<file path="src/hdl/ecp_pkg.sv">
// Shared types, widths and codes for the eviction candidate pool.
// No dependencies; every other file of the block imports this package.
package ecp_pkg;

   localparam int POOL_DEPTH_DEF = 16;

   localparam int KEY_W          = 32;
   localparam int DB_W           = 4;
   localparam int STAMP_W        = 24;
   localparam int EXPIRE_W       = 63;
   localparam int MINUTES_W      = 16;
   localparam int SCORE_W        = 64;
   localparam int OCC_REPORT_W   = 5;
   localparam int COUNTER_W      = 8;
   localparam int LRU_PRODUCT_W  = 40;

   localparam int POLICY_W       = 2;
   localparam int CSR_INDEX_W    = 2;
   localparam int CSR_DATA_W     = 16;
   localparam int DIV_W          = 16;

   localparam logic [STAMP_W-1:0]   STAMP_MAX   = '1;
   localparam logic [MINUTES_W-1:0] MINUTE_MAX  = '1;
   localparam logic [COUNTER_W-1:0] COUNTER_MAX = '1;

   localparam logic KIND_OFFER = 1'b0;
   localparam logic KIND_TAKE  = 1'b1;

   localparam logic [POLICY_W-1:0] POLICY_LRU = 2'd0;
   localparam logic [POLICY_W-1:0] POLICY_LFU = 2'd1;
   localparam logic [POLICY_W-1:0] POLICY_TTL = 2'd2;

   localparam logic [CSR_INDEX_W-1:0] CSR_POLICY     = 2'd0;
   localparam logic [CSR_INDEX_W-1:0] CSR_DECAY      = 2'd1;
   localparam logic [CSR_INDEX_W-1:0] CSR_RESOLUTION = 2'd2;

   localparam logic [POLICY_W-1:0]   POLICY_RESET     = POLICY_LRU;
   localparam logic [CSR_DATA_W-1:0] DECAY_RESET      = 16'd1;
   localparam logic [CSR_DATA_W-1:0] RESOLUTION_RESET = 16'd1000;

   typedef enum logic [2:0] {
      ST_IDLE,
      ST_SCORE,
      ST_DIVIDE,
      ST_COMPARE,
      ST_UPDATE
   } state_type;

   typedef struct packed {
      logic compare;
      logic insert;
      logic take;
   } pool_cmd_type;

   typedef struct packed {
      logic                    accepted;
      logic                    found;
      logic [KEY_W-1:0]        key;
      logic [DB_W-1:0]         db;
      logic [SCORE_W-1:0]      score;
      logic [OCC_REPORT_W-1:0] occupancy;
   } pool_status_type;

endpackage

</file>
<file path="src/hdl/ecp_div.sv">
// Restoring divider, one quotient bit per cycle, for the frequency decay.
// Depends on ecp_pkg for DIV_W.
module ecp_div (
   input  logic                     clock,
   input  logic                     reset,
   input  logic                     start,
   input  logic [ecp_pkg::DIV_W-1:0] dividend,
   input  logic [ecp_pkg::DIV_W-1:0] divisor,
   output logic                     done,
   output logic [ecp_pkg::DIV_W-1:0] quotient
);
   import ecp_pkg::*;

   localparam int COUNT_W = $clog2(DIV_W);
   localparam logic [COUNT_W-1:0] LAST_STEP = COUNT_W'(DIV_W - 1);

   logic               busy_ff, busy_in;
   logic               done_ff, done_in;
   logic [COUNT_W-1:0] count_ff, count_in;
   logic [DIV_W-1:0]   quo_ff, quo_in;
   logic [DIV_W-1:0]   rem_ff, rem_in;
   logic [DIV_W:0]     rem_shift;
   logic [DIV_W:0]     rem_diff;
   logic               fits;

   always_comb begin
      rem_shift = {rem_ff, quo_ff[DIV_W-1]};
      rem_diff  = rem_shift - {1'b0, divisor};
      fits      = rem_shift >= {1'b0, divisor};

      busy_in  = busy_ff;
      done_in  = 1'b0;
      count_in = count_ff;
      quo_in   = quo_ff;
      rem_in   = rem_ff;
      if (start) begin
         busy_in  = 1'b1;
         count_in = '0;
         quo_in   = dividend;
         rem_in   = '0;
      end else if (busy_ff) begin
         quo_in   = {quo_ff[DIV_W-2:0], fits};
         rem_in   = fits ? rem_diff[DIV_W-1:0] : rem_shift[DIV_W-1:0];
         count_in = count_ff + COUNT_W'(1);
         if (count_ff == LAST_STEP) begin
            busy_in = 1'b0;
            done_in = 1'b1;
         end
      end
   end

   always_ff @(posedge clock) begin
      if (reset) begin
         busy_ff  <= 1'b0;
         done_ff  <= 1'b0;
         count_ff <= '0;
      end else begin
         busy_ff  <= busy_in;
         done_ff  <= done_in;
         count_ff <= count_in;
      end
   end

   always_ff @(posedge clock) begin
      quo_ff <= quo_in;
      rem_ff <= rem_in;
   end

   assign done     = done_ff;
   assign quotient = quo_ff;

endmodule

</file>
<file path="config.mk">
export PLATFORM = sky130hd
export DESIGN_NAME = ecp_div
export DESIGN_NICKNAME = d
export VERILOG_FILES = /design/src/hdl/ecp_pkg.sv /design/src/hdl/ecp_div.sv
export SDC_FILE = /design/constraint.sdc
export NUM_CORES = 1
export LEC_CHECK = 0
export BUFFER_PORTS_ARGS = -buffer_cell sky130_fd_sc_hd__buf_2
export CAP_MARGIN = 20
export CORE_MARGIN = 4
export CORE_UTILIZATION = 45
export CTS_CLUSTER_SIZE = 20
export DETAILED_ROUTE_END_ITERATION = 12
export PLACE_DENSITY_LB_ADDON = 0.05
export SKIP_LAST_GASP = 1
export SYNTH_ARGS = -nofsm -noshare
export SYNTH_HDL_FRONTEND = slang
export SYNTH_SLANG_ARGS = --single-unit
export TNS_END_PERCENT = 5
</file>
<file path="constraint.sdc">
create_clock -name clock -period 2.3 [get_ports clock]
set_input_delay 0.345 -clock clock [delete_from_list [all_inputs] [get_ports clock]]
set_output_delay 0.345 -clock clock [all_outputs]
set_load 0.01 [all_outputs]
</file>
==> summary.txt <==
Outcome
  • Status: finished, violations left
  • Failing checks: setup timing

Routing
  • DRC Markers: 0
  • Via count: 2,552
  • Final antenna-violating net count: 0
  • WL per Instance: around 15 um
  • First-pass DRT Iterations: 4
  • Via-to-Cell Ratio: 5.43
  • DRT Wirelength: 7090 um
  • 1st-iter DRT viols: 90

Setup path
  • Worst path slowest cell: or4_1
  • Crit path DAT: 2500 ps
  • Slowest cell delay on critical path: 480 ps
  • Crit start category: flop
  • CP cell instances: inv_2, ha_4, nand3_2, or4_1, and4_4, a31oi_4, buf_6, buf_4, mux2i_1, a211oi_1
  • Crit path max fanout: 4
  • CP required: about 2500 ps
  • CP Class: reg -> reg
  • Worst setup EP type: flop

CTS
  • H-tree Lvls: 2
  • Clock transition at path regs: 80 ps
  • Clk_lat worst skew: 290 ps
  • CTS tree: done
  • Clock Sinks: 38
  • CTS Buf Count: 5
  • Clock Path Buffers: 2
  • Root Driver: clkbuf_8
  • CTS Hold Buffers Added: 0

Die
  • Die area: between 7000 and 8000 um2
  • Die X-Extent: around 85 um
  • Cell Rows: 27
  • IO Count: 52
  • Die H: ~85 um
  • Core ar.: ~5600 um2
  • Initial Util: 47.0%

Synth
  • Synth area leaders: edfxtp_1 18%, dfxtp_1 17%, ha_1 8.1%
  • YS warnings: 0
  • Main flop type after synthesis: dfxtp_1
  • Post-synth EDFFs: 16
  • Yosys cell types: 54
  • Cell with the most instances after synthesis: nor2_1
  • Synthesized flop and latch total: 38
  • Area leader, netlist: edfxtp_1
  • Syn_area_per_cell: 8.94 um2
  • FFs w/ async S/R, synth: 0%
  • Synthesized area: 2640 um2
  • Synth cell count leaders: 31 x nor2_1, 23 x inv_1, 22 x dfxtp_1, 20 x a21oi_1
  • Register area share after synthesis: 34.9%
  • Synthesized instance count: 295
  • Syn Nets: approximately 350
  • Yosys top cell area share: around 18%

GRT
  • Vias in the first global route: ~2,400
  • Grt ovf: 0
  • GR Util All Layers: approximately a fifth
  • Antenna violations before repair: 0
  • Largest net degree at the start of global routing: 34
  • Global-route wire length before repair: roughly 12,000 um

Layout
  • Area Overhead vs Synth: 38.5%
  • Core Util, Final: roughly 65%
  • Nets@finish: 450
  • N_diodes: 0
  • Proportion of layout cells with a drive suffix above 1: 39.9%

STA
  • Period utilization: 101%
  • Final Hold Fails: 0
  • Final Max Tran Viols: 0
  • Setup TNS: -46.7 ps
  • Worst slew pin tran: roughly 400 ps
  • Clock skew: between 7 and 8 ps
  • Slew HR: between 70% and 80%
  • Crit path time final: between 2000 and 2500 ps
  • Final Setup Violations: 2
  • Max Clock Freq: 429 MHz
  • Setup ws final: -30.0 ps
  • RSZ-0062 raised after global routing: true

Hold path
  • Hold Path Class: in -> reg

Placement
  • DP HPWL: approximately 5300 um
  • Dpl ws: -221 ps
  • RD Place Congestion: approximately 0.9
  • IO buf count: roughly 50

Power
  • Worst vdd ir: between 0.3 and 0.4 mV
  • Leakage: between 1.5 and 2 nW
  • Power Density: roughly 600 nW/um2
  • Total Power: around 2.2 mW

Job
  • Max cap viols: 0
stage by stage:
| step | std cells | cell area, um2 | hold WS [ps] |
|---|---|---|---|
| finish | 470 | 3650 | 217 |
| global route | 470 | 3650 | 218 |
| CTS | 468 | 3610 | 208 |
| detailed placement | 459 | 3350 | 483 |
| global placement | 459 | 3350 | 491 |
| floorplan | 295 | 2680 | 417 |
path summary, 6_finish.rpt:
path	from	endpoint	slack (ps)	depth (start not counted)
worst max-delay path	quotient[15]$_DFFE_PP_	rem_ff[2]$_SDFFE_PP0P_	-30	10
worst min-delay path	reset	busy_ff$_SDFF_PP0_	220	2
worst max register to register	quotient[15]$_DFFE_PP_	rem_ff[2]$_SDFFE_PP0P_	-30	10
worst min register to register	count_ff[3]$_SDFFE_PP0P_	done$_SDFF_PP0_	500	2
worst max-delay path: cells and delay by family, from the launching register on:
| kind | cells | cell delay (ps) |
|---|---|---|
| and+or+nand+nor | 3 | 730 |
| buffers and inverters | 3 | 320 |
| DFF | 1 | 370 |
| adders and majority gates | 1 | 270 |
| muxes | 1 | 200 |
| AOI/OAI and AO/OA | 2 | 310 |
cells by family after synthesis:
family,synth area share (%)
simple gates,16.4
fa+ha+maj,8.83
compound gates,20.2
xor+xnor,3.32
flops,34.9
buf+inv,6.36
mux,9.92
power breakdown:
| group | switching, mW | internal, mW |
|---|---|---|
| clock network | 0.257 | 0.463 |
| logic | 0.352 | 0.370 |
| registers | 0.0335 | 0.766 |
registers in the layout, summed over array words and instances (netlist names):
| register | cells |
|---|---|
| quotient | 16 |
| rem_ff | 16 |
| count_ff | 4 |
| busy_ff | 1 |
| done | 1 |
timing repair:
item / in CTS / in global routing
cloned: 0 / 1
pin swaps: 3 / 5
gates resized for setup: 16 / 6
setup endpoints to repair: 14 / 15
buffers inserted: 1 / 1
cell type report:
class,count,area [um2]
clock inverter,2,60.1
sequential,38,925
fill,483,1960
timing repair buffer,111,714
inverter,24,90.1
multi-input combinational,217,1690
clock buffer,6,82.6
tap,72,90.1
layer usage:
layer  track usage (%)  wire length [um]  vias to the layer above
met4              5.47               108                        0
met5                 0                 0                        -
met3              4.22               264                       13
li1                  -                 -                     1288
met1              27.5              3450                     1205
met2              31.3              3260                       46
cell usage in the layout, fill, tap and decap left out, types with 4 or more instances in the layout:
cell type,synthesis,routed
nand2_1,14,14
o21ai_0,11,10
and3_1,4,4
nand3_1,10,9
nor3_1,6,5
nor2_1,31,31
ha_4,0,7
nand2b_1,10,9
a21oi_1,20,19
a211oi_1,9,7
mux2_2,17,16
xor2_1,4,4
nand4_1,4,4
ha_1,17,10
edfxtp_1,16,16
buf_4,1,56
a311oi_1,5,4
inv_1,23,22
buf_2,4,52
mux2i_1,7,6
xnor2_1,6,6
clkbuf_8,0,6
dfxtp_1,22,19
Power figures use the tool's default switching activity.
